**src/design/ets_pkg.sv**
```systemverilog
// ----------------------------------------------------------------------------
// ets_pkg
// Shared constants, reciprocal multipliers, month table and the pipeline
// control type of the epoch-seconds to calendar converter.
// ----------------------------------------------------------------------------
`timescale 1ns / 1ps

package ets_pkg;

	// Register stages from the input register to the result register
	localparam int STAGES = 7;

	// Midnight alignment and the last representable instant (2099-12-31 23:59:59)
	localparam logic [32:0] NOON_SHIFT          = 33'd43200;
	localparam logic [31:0] LAST_VALID_SECONDS  = 32'd3155716799;
	localparam logic [11:0] BASE_YEAR           = 12'd2000;

	// Day split: 86400 = 2^7 * 675, the 2^7 part is a shift
	localparam int          DAY_SHIFT_LO  = 7;
	localparam logic [9:0]  DAY_DIV_HI    = 10'd675;
	localparam int          DAY_RCP_SHIFT = 36;
	localparam logic [26:0] DAY_RECIP     =
		27'(((64'd1 << DAY_RCP_SHIFT) + 64'd674) / 64'd675);

	// Four-year cycle split of a 16-bit day count
	localparam logic [10:0] DAYS_PER_CYCLE  = 11'd1461;
	localparam int          CYC_RCP_SHIFT   = 27;
	localparam logic [16:0] CYCLE_RECIP     =
		17'(((64'd1 << CYC_RCP_SHIFT) + 64'd1460) / 64'd1461);

	// Year boundaries inside a cycle (leap year first)
	localparam logic [10:0] YEAR1_START = 11'd366;
	localparam logic [10:0] YEAR2_START = 11'd731;
	localparam logic [10:0] YEAR3_START = 11'd1096;

	// Hour split: 3600 = 2^4 * 225
	localparam logic [11:0] SECS_PER_HOUR = 12'd3600;
	localparam int          HOUR_RCP_SHIFT = 21;
	localparam logic [13:0] HOUR_RECIP    =
		14'(((64'd1 << HOUR_RCP_SHIFT) + 64'd224) / 64'd225);

	// Minute split: 60 = 2^2 * 15
	localparam logic [5:0]  SECS_PER_MIN  = 6'd60;
	localparam int          MIN_RCP_SHIFT = 14;
	localparam logic [10:0] MIN_RECIP     =
		11'(((64'd1 << MIN_RCP_SHIFT) + 64'd14) / 64'd15);

	// First day of year of each month, February stretched in a leap year
	function automatic logic [8:0] month_start(input logic [3:0] m, input logic leap);
		logic [8:0] base;
		unique case (m)
			4'd0:    base = 9'd0;
			4'd1:    base = 9'd31;
			4'd2:    base = 9'd59;
			4'd3:    base = 9'd90;
			4'd4:    base = 9'd120;
			4'd5:    base = 9'd151;
			4'd6:    base = 9'd181;
			4'd7:    base = 9'd212;
			4'd8:    base = 9'd243;
			4'd9:    base = 9'd273;
			4'd10:   base = 9'd304;
			4'd11:   base = 9'd334;
			default: base = 9'd0;
		endcase
		return base + ((leap && (m >= 4'd2)) ? 9'd1 : 9'd0);
	endfunction

	// Stage load enables from the pipeline control to the datapath
	typedef struct packed {
		logic [STAGES-1:0] en;
	} ets_ctrl_t;

endpackage

```
**src/design/ets_if.sv**
```systemverilog
// ----------------------------------------------------------------------------
// ets_if
// Request channels of the converter: timestamp in, calendar fields out.
// ----------------------------------------------------------------------------
`timescale 1ns / 1ps

interface ets_stamp_if;
	logic        valid;
	logic        ready;
	logic [31:0] epoch_seconds;

	modport source (output valid, output epoch_seconds, input ready);
	modport sink   (input valid, input epoch_seconds, output ready);
endinterface

interface ets_cal_if;
	logic        valid;
	logic        ready;
	logic [11:0] year;
	logic [3:0]  month;
	logic [4:0]  day_of_month;
	logic [4:0]  hour;
	logic [5:0]  minute;
	logic [5:0]  second;
	logic        out_of_range;

	modport source (output valid, output year, output month, output day_of_month,
		output hour, output minute, output second, output out_of_range, input ready);
	modport sink   (input valid, input year, input month, input day_of_month,
		input hour, input minute, input second, input out_of_range, output ready);
endinterface

```
**src/design/ets_pipe_ctrl.sv**
```systemverilog
// ----------------------------------------------------------------------------
// ets_pipe_ctrl
// Valid bits of the stages and per-stage load enables; a stage moves when it
// is empty or the stage after it moves, so bubbles close up under a stall.
// ----------------------------------------------------------------------------
`timescale 1ns / 1ps

module ets_pipe_ctrl (
	input  logic              clk,
	input  logic              arst_n,
	input  logic              in_valid,
	output logic              in_ready,
	output logic              out_valid,
	input  logic              out_ready,
	output ets_pkg::ets_ctrl_t ctrl
);
	import ets_pkg::*;

	logic [STAGES-1:0] valid_q;
	logic [STAGES-1:0] adv;
	logic [STAGES-1:0] valid_nxt;

	// Advance chain from the output back to the input
	always_comb begin
		adv[STAGES-1] = !valid_q[STAGES-1] || out_ready;
		for (int k = STAGES - 2; k >= 0; k--) begin
			adv[k] = !valid_q[k] || adv[k+1];
		end
	end

	// Next valid bits
	always_comb begin
		valid_nxt[0] = adv[0] ? in_valid : valid_q[0];
		for (int k = 1; k < STAGES; k++) begin
			valid_nxt[k] = adv[k] ? valid_q[k-1] : valid_q[k];
		end
	end

	always_ff @(posedge clk or negedge arst_n) begin
		if (!arst_n) begin
			valid_q <= '0;
		end else begin
			valid_q <= valid_nxt;
		end
	end

	assign ctrl.en   = adv;
	assign in_ready  = adv[0];
	assign out_valid = valid_q[STAGES-1];

	// A full stage is never loaded unless its content moves on
	for (genvar k = 0; k < STAGES - 1; k++) begin : g_no_overwrite
		a_no_overwrite: assert property (@(posedge clk) disable iff (!arst_n)
			(adv[k] && valid_q[k]) |-> adv[k+1])
			else $error("stage %0d overwritten while full", k);
	end

	// An empty first stage always takes a request
	a_empty_ready: assert property (@(posedge clk) disable iff (!arst_n)
		!valid_q[0] |-> in_ready)
		else $error("input stalled with empty first stage");

	// A delivered result with nothing behind it leaves the output empty
	a_drain: assert property (@(posedge clk) disable iff (!arst_n)
		(valid_q[STAGES-1] && out_ready && !valid_q[STAGES-2]) |=> !out_valid)
		else $error("result repeated after delivery");

endmodule

```
**src/design/ets_datapath.sv**
```systemverilog
// ----------------------------------------------------------------------------
// ets_datapath
// Stage registers and arithmetic: day split, four-year cycle split, time of
// day split, year of cycle, month lookup. Divisions by constants are exact
// reciprocal multiplies, each followed by a back-multiply for the remainder.
// ----------------------------------------------------------------------------
`timescale 1ns / 1ps

module ets_datapath (
	input  logic               clk,
	input  ets_pkg::ets_ctrl_t ctrl,
	input  logic [31:0]        epoch_seconds,
	output logic [11:0]        year,
	output logic [3:0]         month,
	output logic [4:0]         day_of_month,
	output logic [4:0]         hour,
	output logic [5:0]         minute,
	output logic [5:0]         second,
	output logic               out_of_range
);
	import ets_pkg::*;

	// Stage 1: input register
	logic [31:0] secs_s1;

	logic [32:0] t1;
	logic [25:0] n1;
	logic [52:0] prod1;
	logic [15:0] days1;
	logic        oor1;

	// Stage 2
	logic [15:0] days_s2;
	logic [25:0] n_s2;
	logic [6:0]  tlow_s2;
	logic        oor_s2;

	logic [25:0] dprod2;
	logic [25:0] nr2;
	logic [16:0] sod2;

	// Stage 3
	logic [15:0] days_s3;
	logic [16:0] sod_s3;
	logic        oor_s3;

	logic [32:0] cprod3;
	logic [26:0] hprod3;

	// Stage 4
	logic [15:0] days_s4;
	logic [16:0] sod_s4;
	logic [5:0]  cycle_s4;
	logic [4:0]  hour_s4;
	logic        oor_s4;

	logic [15:0] rest4;
	logic [16:0] remh4;

	// Stage 5
	logic [10:0] rest_s5;
	logic [11:0] remh_s5;
	logic [5:0]  cycle_s5;
	logic [4:0]  hour_s5;
	logic        oor_s5;

	logic [1:0]  yoff5;
	logic [10:0] doy5;
	logic [20:0] mprod5;

	// Stage 6
	logic [1:0]  yoff_s6;
	logic [8:0]  doy_s6;
	logic [11:0] remh_s6;
	logic [5:0]  cycle_s6;
	logic [4:0]  hour_s6;
	logic [5:0]  min_s6;
	logic        oor_s6;

	logic        leap6;
	logic [3:0]  mon_idx6;
	logic [8:0]  dom_off6;
	logic [11:0] year6;
	logic [11:0] sprod6;
	logic [11:0] sec6;

	// Stage 7: result register
	logic [11:0] year_s7;
	logic [3:0]  month_s7;
	logic [4:0]  dom_s7;
	logic [4:0]  hour_s7;
	logic [5:0]  min_s7;
	logic [5:0]  sec_s7;
	logic        oor_s7;

	// Midnight-aligned count, days = (t >> 7) / 675
	assign t1    = {1'b0, secs_s1} + NOON_SHIFT;
	assign n1    = t1[32:DAY_SHIFT_LO];
	assign prod1 = 53'(n1) * 53'(DAY_RECIP);
	assign days1 = prod1[DAY_RCP_SHIFT+15:DAY_RCP_SHIFT];
	assign oor1  = secs_s1 > LAST_VALID_SECONDS;

	// Seconds of the day from the remainder
	assign dprod2 = 26'(days_s2) * 26'(DAY_DIV_HI);
	assign nr2    = n_s2 - dprod2;
	assign sod2   = {nr2[9:0], tlow_s2};

	// Cycle number and hour of day
	assign cprod3 = 33'(days_s3) * 33'(CYCLE_RECIP);
	assign hprod3 = 27'(sod_s3[16:4]) * 27'(HOUR_RECIP);

	// Day of cycle and seconds within the hour
	assign rest4 = days_s4 - 16'(cycle_s4) * 16'(DAYS_PER_CYCLE);
	assign remh4 = sod_s4 - 17'(hour_s4) * 17'(SECS_PER_HOUR);

	// Year of cycle; the leap year comes first
	always_comb begin
		priority if (rest_s5 < YEAR1_START) begin
			yoff5 = 2'd0;
			doy5  = rest_s5;
		end else if (rest_s5 < YEAR2_START) begin
			yoff5 = 2'd1;
			doy5  = rest_s5 - YEAR1_START;
		end else if (rest_s5 < YEAR3_START) begin
			yoff5 = 2'd2;
			doy5  = rest_s5 - YEAR2_START;
		end else begin
			yoff5 = 2'd3;
			doy5  = rest_s5 - YEAR3_START;
		end
	end

	// Minute = (seconds in hour >> 2) / 15
	assign mprod5 = 21'(remh_s5[11:2]) * 21'(MIN_RECIP);

	// Month: last month whose first day is not past the day of year
	assign leap6 = (yoff_s6 == 2'd0);

	always_comb begin
		mon_idx6 = 4'd0;
		for (int m = 1; m < 12; m++) begin
			if (doy_s6 >= month_start(4'(m), leap6)) begin
				mon_idx6 = 4'(m);
			end
		end
		dom_off6 = doy_s6 - month_start(mon_idx6, leap6);
	end

	assign year6  = BASE_YEAR + {4'd0, cycle_s6, 2'b00} + {10'd0, yoff_s6};
	assign sprod6 = 12'(min_s6) * 12'(SECS_PER_MIN);
	assign sec6   = remh_s6 - sprod6;

	// Stage registers
	always_ff @(posedge clk) begin
		if (ctrl.en[0]) begin
			secs_s1 <= epoch_seconds;
		end
		if (ctrl.en[1]) begin
			days_s2 <= days1;
			n_s2    <= n1;
			tlow_s2 <= t1[DAY_SHIFT_LO-1:0];
			oor_s2  <= oor1;
		end
		if (ctrl.en[2]) begin
			days_s3 <= days_s2;
			sod_s3  <= sod2;
			oor_s3  <= oor_s2;
		end
		if (ctrl.en[3]) begin
			days_s4  <= days_s3;
			sod_s4   <= sod_s3;
			cycle_s4 <= cprod3[CYC_RCP_SHIFT+5:CYC_RCP_SHIFT];
			hour_s4  <= hprod3[HOUR_RCP_SHIFT+4:HOUR_RCP_SHIFT];
			oor_s4   <= oor_s3;
		end
		if (ctrl.en[4]) begin
			rest_s5  <= rest4[10:0];
			remh_s5  <= remh4[11:0];
			cycle_s5 <= cycle_s4;
			hour_s5  <= hour_s4;
			oor_s5   <= oor_s4;
		end
		if (ctrl.en[5]) begin
			yoff_s6  <= yoff5;
			doy_s6   <= doy5[8:0];
			remh_s6  <= remh_s5;
			cycle_s6 <= cycle_s5;
			hour_s6  <= hour_s5;
			min_s6   <= mprod5[MIN_RCP_SHIFT+5:MIN_RCP_SHIFT];
			oor_s6   <= oor_s5;
		end
		if (ctrl.en[6]) begin
			// date fields read zero past the range
			year_s7  <= oor_s6 ? 12'd0 : year6;
			month_s7 <= oor_s6 ? 4'd0 : mon_idx6 + 4'd1;
			dom_s7   <= oor_s6 ? 5'd0 : 5'(dom_off6 + 9'd1);
			hour_s7  <= hour_s6;
			min_s7   <= min_s6;
			sec_s7   <= sec6[5:0];
			oor_s7   <= oor_s6;
		end
	end

	assign year         = year_s7;
	assign month        = month_s7;
	assign day_of_month = dom_s7;
	assign hour         = hour_s7;
	assign minute       = min_s7;
	assign second       = sec_s7;
	assign out_of_range = oor_s7;

endmodule

```
**src/design/epoch_seconds_to_calendar.sv**
```systemverilog
// ----------------------------------------------------------------------------
// epoch_seconds_to_calendar
// Converts whole seconds since 2000-01-01 12:00 into year, month, day, hour,
// minute and second, valid through 2099-12-31 23:59:59. Later inputs raise
// out_of_range and read zero in the date fields while the time of day stays
// valid. The block takes one request per clock cycle while the output is not
// stalled and delivers each result in order; the seven stages are set by the
// chain of reciprocal multiplies for the splits by 86400, 1461, 3600 and 60.
// A stalled result holds the last stage while earlier empty stages keep
// accepting requests.
// ----------------------------------------------------------------------------
`timescale 1ns / 1ps

module epoch_seconds_to_calendar (
	input  logic      clk,
	input  logic      arst_n,
	ets_stamp_if.sink stamp,
	ets_cal_if.source calendar
);
	import ets_pkg::*;

	ets_ctrl_t ctrl;

	// Stage valid bits and load enables
	ets_pipe_ctrl u_ctrl (
		.clk       (clk),
		.arst_n    (arst_n),
		.in_valid  (stamp.valid),
		.in_ready  (stamp.ready),
		.out_valid (calendar.valid),
		.out_ready (calendar.ready),
		.ctrl      (ctrl)
	);

	// Conversion stages
	ets_datapath u_dp (
		.clk           (clk),
		.ctrl          (ctrl),
		.epoch_seconds (stamp.epoch_seconds),
		.year          (calendar.year),
		.month         (calendar.month),
		.day_of_month  (calendar.day_of_month),
		.hour          (calendar.hour),
		.minute        (calendar.minute),
		.second        (calendar.second),
		.out_of_range  (calendar.out_of_range)
	);

endmodule

```
**src/flat_wrapper.sv**
```systemverilog
// flat-port wrapper written by rule: the top's interface ports become plain ports
module epoch_seconds_to_calendar_flat import ets_pkg::*;
  (clk, arst_n, stamp_valid, stamp_epoch_seconds, stamp_ready, calendar_valid, calendar_year, calendar_month, calendar_day_of_month, calendar_hour, calendar_minute, calendar_second, calendar_out_of_range, calendar_ready);
  ets_stamp_if stamp_i ();
  ets_cal_if calendar_i ();
  input  logic clk;
  input  logic arst_n;
  input wire logic [$bits(stamp_i.valid)-1:0] stamp_valid;
  input wire logic [$bits(stamp_i.epoch_seconds)-1:0] stamp_epoch_seconds;
  output wire logic [$bits(stamp_i.ready)-1:0] stamp_ready;
  output wire logic [$bits(calendar_i.valid)-1:0] calendar_valid;
  output wire logic [$bits(calendar_i.year)-1:0] calendar_year;
  output wire logic [$bits(calendar_i.month)-1:0] calendar_month;
  output wire logic [$bits(calendar_i.day_of_month)-1:0] calendar_day_of_month;
  output wire logic [$bits(calendar_i.hour)-1:0] calendar_hour;
  output wire logic [$bits(calendar_i.minute)-1:0] calendar_minute;
  output wire logic [$bits(calendar_i.second)-1:0] calendar_second;
  output wire logic [$bits(calendar_i.out_of_range)-1:0] calendar_out_of_range;
  input wire logic [$bits(calendar_i.ready)-1:0] calendar_ready;
  assign stamp_i.valid = stamp_valid;
  assign stamp_i.epoch_seconds = stamp_epoch_seconds;
  assign stamp_ready = stamp_i.ready;
  assign calendar_valid = calendar_i.valid;
  assign calendar_year = calendar_i.year;
  assign calendar_month = calendar_i.month;
  assign calendar_day_of_month = calendar_i.day_of_month;
  assign calendar_hour = calendar_i.hour;
  assign calendar_minute = calendar_i.minute;
  assign calendar_second = calendar_i.second;
  assign calendar_out_of_range = calendar_i.out_of_range;
  assign calendar_i.ready = calendar_ready;
  epoch_seconds_to_calendar u_core (.clk(clk), .arst_n(arst_n), .stamp(stamp_i), .calendar(calendar_i));
endmodule
```
**config.mk**
```make
export PLATFORM = sky130hd
export DESIGN_NAME = epoch_seconds_to_calendar_flat
export DESIGN_NICKNAME = d
export VERILOG_FILES = /design/src/design/ets_pkg.sv /design/src/design/ets_if.sv /design/src/design/ets_pipe_ctrl.sv /design/src/design/ets_datapath.sv /design/src/design/epoch_seconds_to_calendar.sv /design/src/flat_wrapper.sv
export SDC_FILE = /design/constraint.sdc
export NUM_CORES = 2
export LEC_CHECK = 0
export BUFFER_PORTS_ARGS = -buffer_cell sky130_fd_sc_hd__buf_4
export CAP_MARGIN = 20
export CELL_PAD_IN_SITES_DETAIL_PLACEMENT = 0
export CELL_PAD_IN_SITES_GLOBAL_PLACEMENT = 1
export CORE_UTILIZATION = 40
export CTS_CLUSTER_SIZE = 10
export DETAILED_ROUTE_END_ITERATION = 10
export PLACE_DENSITY_LB_ADDON = 0.25
export SLEW_MARGIN = 20
export SYNTH_ARGS = -nofsm -noshare
export SYNTH_HDL_FRONTEND = slang
export SYNTH_HIERARCHICAL = 1
export SYNTH_SLANG_ARGS = --single-unit
```
**constraint.sdc**
```tcl
create_clock -name clk -period 9.7 [get_ports clk]
set_clock_uncertainty 0.2 [all_clocks]
set_input_delay 0.97 -clock clk [delete_from_list [all_inputs] [get_ports clk]]
set_output_delay 0.97 -clock clk [all_outputs]
set_load 0.03 [all_outputs]
```
==> impl_results.md <==
- Slew headroom: 28.24%
- Synthesis-stage register bit count: 250
- Global-route wire length before repair: 105,000 µm
- Multi-input gate area: 19,620 µm²
- Die X: 274.7 µm
- DP Wirelength: 55,360 µm
- Post-synth EDFFs: 243
- Layout cells sized above 1: 5.992%
- Crit end category: register
- Worst Path Arrival: 8.82 ns
- Outcome: finished with violations
- First-iteration detailed-routing DRC count: 639
- Clk sink count: 250
- Initial core utilization: 40.57%
- Least-Margin Pin Slew: 1.069 ns
- Largest net degree at the start of global routing: 40
- Most common cell after layout, fill and taps aside: inv_1
- HP Class: register to register
- CP max-delay cell: xnor2_1
- Crit Path Class: register to register
- Synth Area in Simple Gates: 4.546%
- Register-to-Register Path Depth: 30
- Xor and xnor area share after synthesis: 3.907%
- NumNets Final: 3,795
- Reg area: 7472 µm²
- Startpoint types: register
- Proportion of synthesized area in mux cells: 0.03785%
- Post-synth cell types: 70
- Final hold slack: 0.2128 ns
- Grt total ovfl: 0
- Slew Limit Fails: 0
- Drt first pass iters: 10
- Max clock buf depth: 3
- CTS tree: built
- Post-DR vias/cell: 4.853
- Setup TNS: 0 ns
- Fin area: 32,740 µm²
- Largest family of logic cells by synthesized area: adder cells
- Synth Instances: 2,644
- Max Cap Viol: 0
- Synth Net Count: 3,677
- Area Overhead vs Synth: 10.03%
- Core Area: 73,330 µm²
- Compound-cell area share of the yosys netlist: 6.438%
- CP peak stage delay: 0.68 ns
- Syn avg cell area: 11.25 µm²
- Post-synthesis cell area: 29,750 µm²
- Post-DP Area: 31,610 µm²
- Top FF cell, synth: edfxtp_1
- # rows: 99
- RSZ-0062 raised after global routing: no
- Ys async rst share: 2.800%
- Root buf cell: clkbuf_16
- Final Cycle Share: 89.97%
- Number of global-route vias before repair: 19,916
- Port-buffer cells: 76
- Die area: 75,480 µm²
- Failing checks: DRC
- Worst-path clk slew: 0.05 ns
- CP required: 9.79 ns
- Synth warn: 6
- Min Tclk post-route: 8.727 ns
- Worst-path maximum fanout: 7
- CTS Buf Count: 34
- Post-CTS setup buffer count: 0
- Worst skew pair latency: 0.56 ns
- Fin. Hold Viols: 0
- # fillers: 6,852
- Io pins: 77
- Die height: 274.7 µm
- H-tree depth: 2
- Via count: 18,183
- Final Wtd Congestion: 0.8661
- Tot GR Track Use: 17.89%
- Routed WL per cell: 17.20 µm
- Post-synthesis sequential area ratio: 25.11%
- Post-DRT Antenna Nets: 0
- Initial antenna violation count: 4
- Final setup vio count: 0
- Adder-Cell Fraction of Synth Area: 50.94%
- Routed WL: 64,450 µm
- DRC viols: 28
- Hold path cells: 0
- Commonest non-fill, non-tap cells in the layout: inv_1 (692), ha_1 (640), fa_1 (357), edfxtp_1 (243)
- Max Fclk: 114.6 MHz
[final timing paths]
check | from | end | slack (ns)
max | u_core/u_dp/secs_s1[6] | u_core/u_dp/days_s2[12] | 0.97
min | u_core/u_dp/remh_s5[0] | u_core/u_dp/remh_s6[0] | 0.21
max reg2reg | u_core/u_dp/secs_s1[6] | u_core/u_dp/days_s2[12] | 0.97
min reg2reg | u_core/u_dp/remh_s5[0] | u_core/u_dp/remh_s6[0] | 0.21
max in group asynchronous | arst_n | u_core/u_ctrl/valid_q[0] | 8.56
min in group asynchronous | arst_n | u_core/u_ctrl/valid_q[6] | 0.61
[cells in the mapped netlist (6+ instances only)]
master	instances	area share, %
a211oi_1	12	0.30
a21o_1	44	1.1
a21oi_1	91	1.5
a31oi_1	8	0.17
and2_1	9	0.19
and3_1	8	0.17
clkbuf_1	12	0.15
dfrtp_1	7	0.59
edfxtp_1	243	25
fa_1	357	24
ha_1	640	27
inv_1	692	8.7
nand2_1	55	0.69
nand2b_1	16	0.34
nand3_1	25	0.42
nand4_1	15	0.32
nor2_1	59	0.74
nor2b_1	23	0.48
nor3_1	20	0.34
nor4_1	6	0.13
o211ai_1	6	0.15
o21a_1	11	0.28
o21ai_0	54	0.91
o21bai_1	16	0.40
o31ai_1	6	0.15
or3_1	6	0.13
xnor2_1	97	2.9
xor2_1	32	0.94
[metrics by stage]
step	worst slack, ns	instances	utilization, %
CTS	0.9330	3746	44.63
finish	0.9733	3747	44.64
global route	0.4411	3746	44.64
floorplan	1.758	2644	-
detailed placement	0.9826	3684	43.11
global placement	1.114	3684	43.11
[layer usage]
layer / global-route usage, % / vias to the layer above / share of wire [%]
li1: - / 8900 / -
met1: 22.89 / 8891 / 44
met2: 31.27 / 295 / 49
met3: 2.575 / 95 / 4.0
met4: 5.219 / 2 / 2.5
met5: 0 / - / 0.014
[cell families (layout without fill, tap and decap cells)]
group | after synthesis | count (layout)
simple gates | 264 | 264
buf+inv | 709 | 852
xor+xnor | 131 | 131
fa+ha+maj | 997 | 997
other cells | 0 | 1
compound gates | 292 | 292
flops | 250 | 250
mux | 1 | 1
[sequential cells by signal, indices dropped and copies added, names as in the netlist, 7 cells and up]
| register | cells |
|---|---|
| u_core/u_dp/remh_s5 | 12 |
| u_core/u_dp/sod_s4 | 12 |
| u_core/u_dp/days_s2 | 16 |
| u_core/u_dp/days_s4 | 11 |
| u_core/u_dp/n_s2 | 10 |
| u_core/u_dp/doy_s6 | 9 |
| u_core/u_dp/year | 11 |
| u_core/u_dp/tlow_s2 | 7 |
| u_core/u_dp/rest_s5 | 11 |
| u_core/u_dp/secs_s1 | 32 |
| u_core/u_ctrl/valid_q | 7 |
| u_core/u_dp/days_s3 | 16 |
| u_core/u_dp/sod_s3 | 17 |
[repair_timing]
| action | CTS | global route |
|---|---|---|
| gates resized for setup | 0 | 0 |
| hold buffers | 1 | 0 |
| endpoints found under the hold margin | 6 | 0 |
[layout make-up]
class / count / share of cell area, %
clock inverter: 11 / 0.4434
tap: 959 / 3.665
timing repair buffer: 98 / 2.255
clock buffer: 50 / 2.935
antenna: 1 / 0.007644
sequential: 250 / 22.83
inverter: 693 / 7.946
multi-input combinational: 1685 / 59.92
[critical path: cells and delay by family (launching register included)]
family          cells  cell delay, ns
simple gates        6            1.24
flops               1            0.41
fa+ha+maj           9            3.82
buf+inv             5            0.45
compound gates      7            1.39
xor+xnor            3            0.95
Power is left out: the tool's default activity adds up to more than one toggle a clock period on the data nets, which glitch-free logic cannot reach.
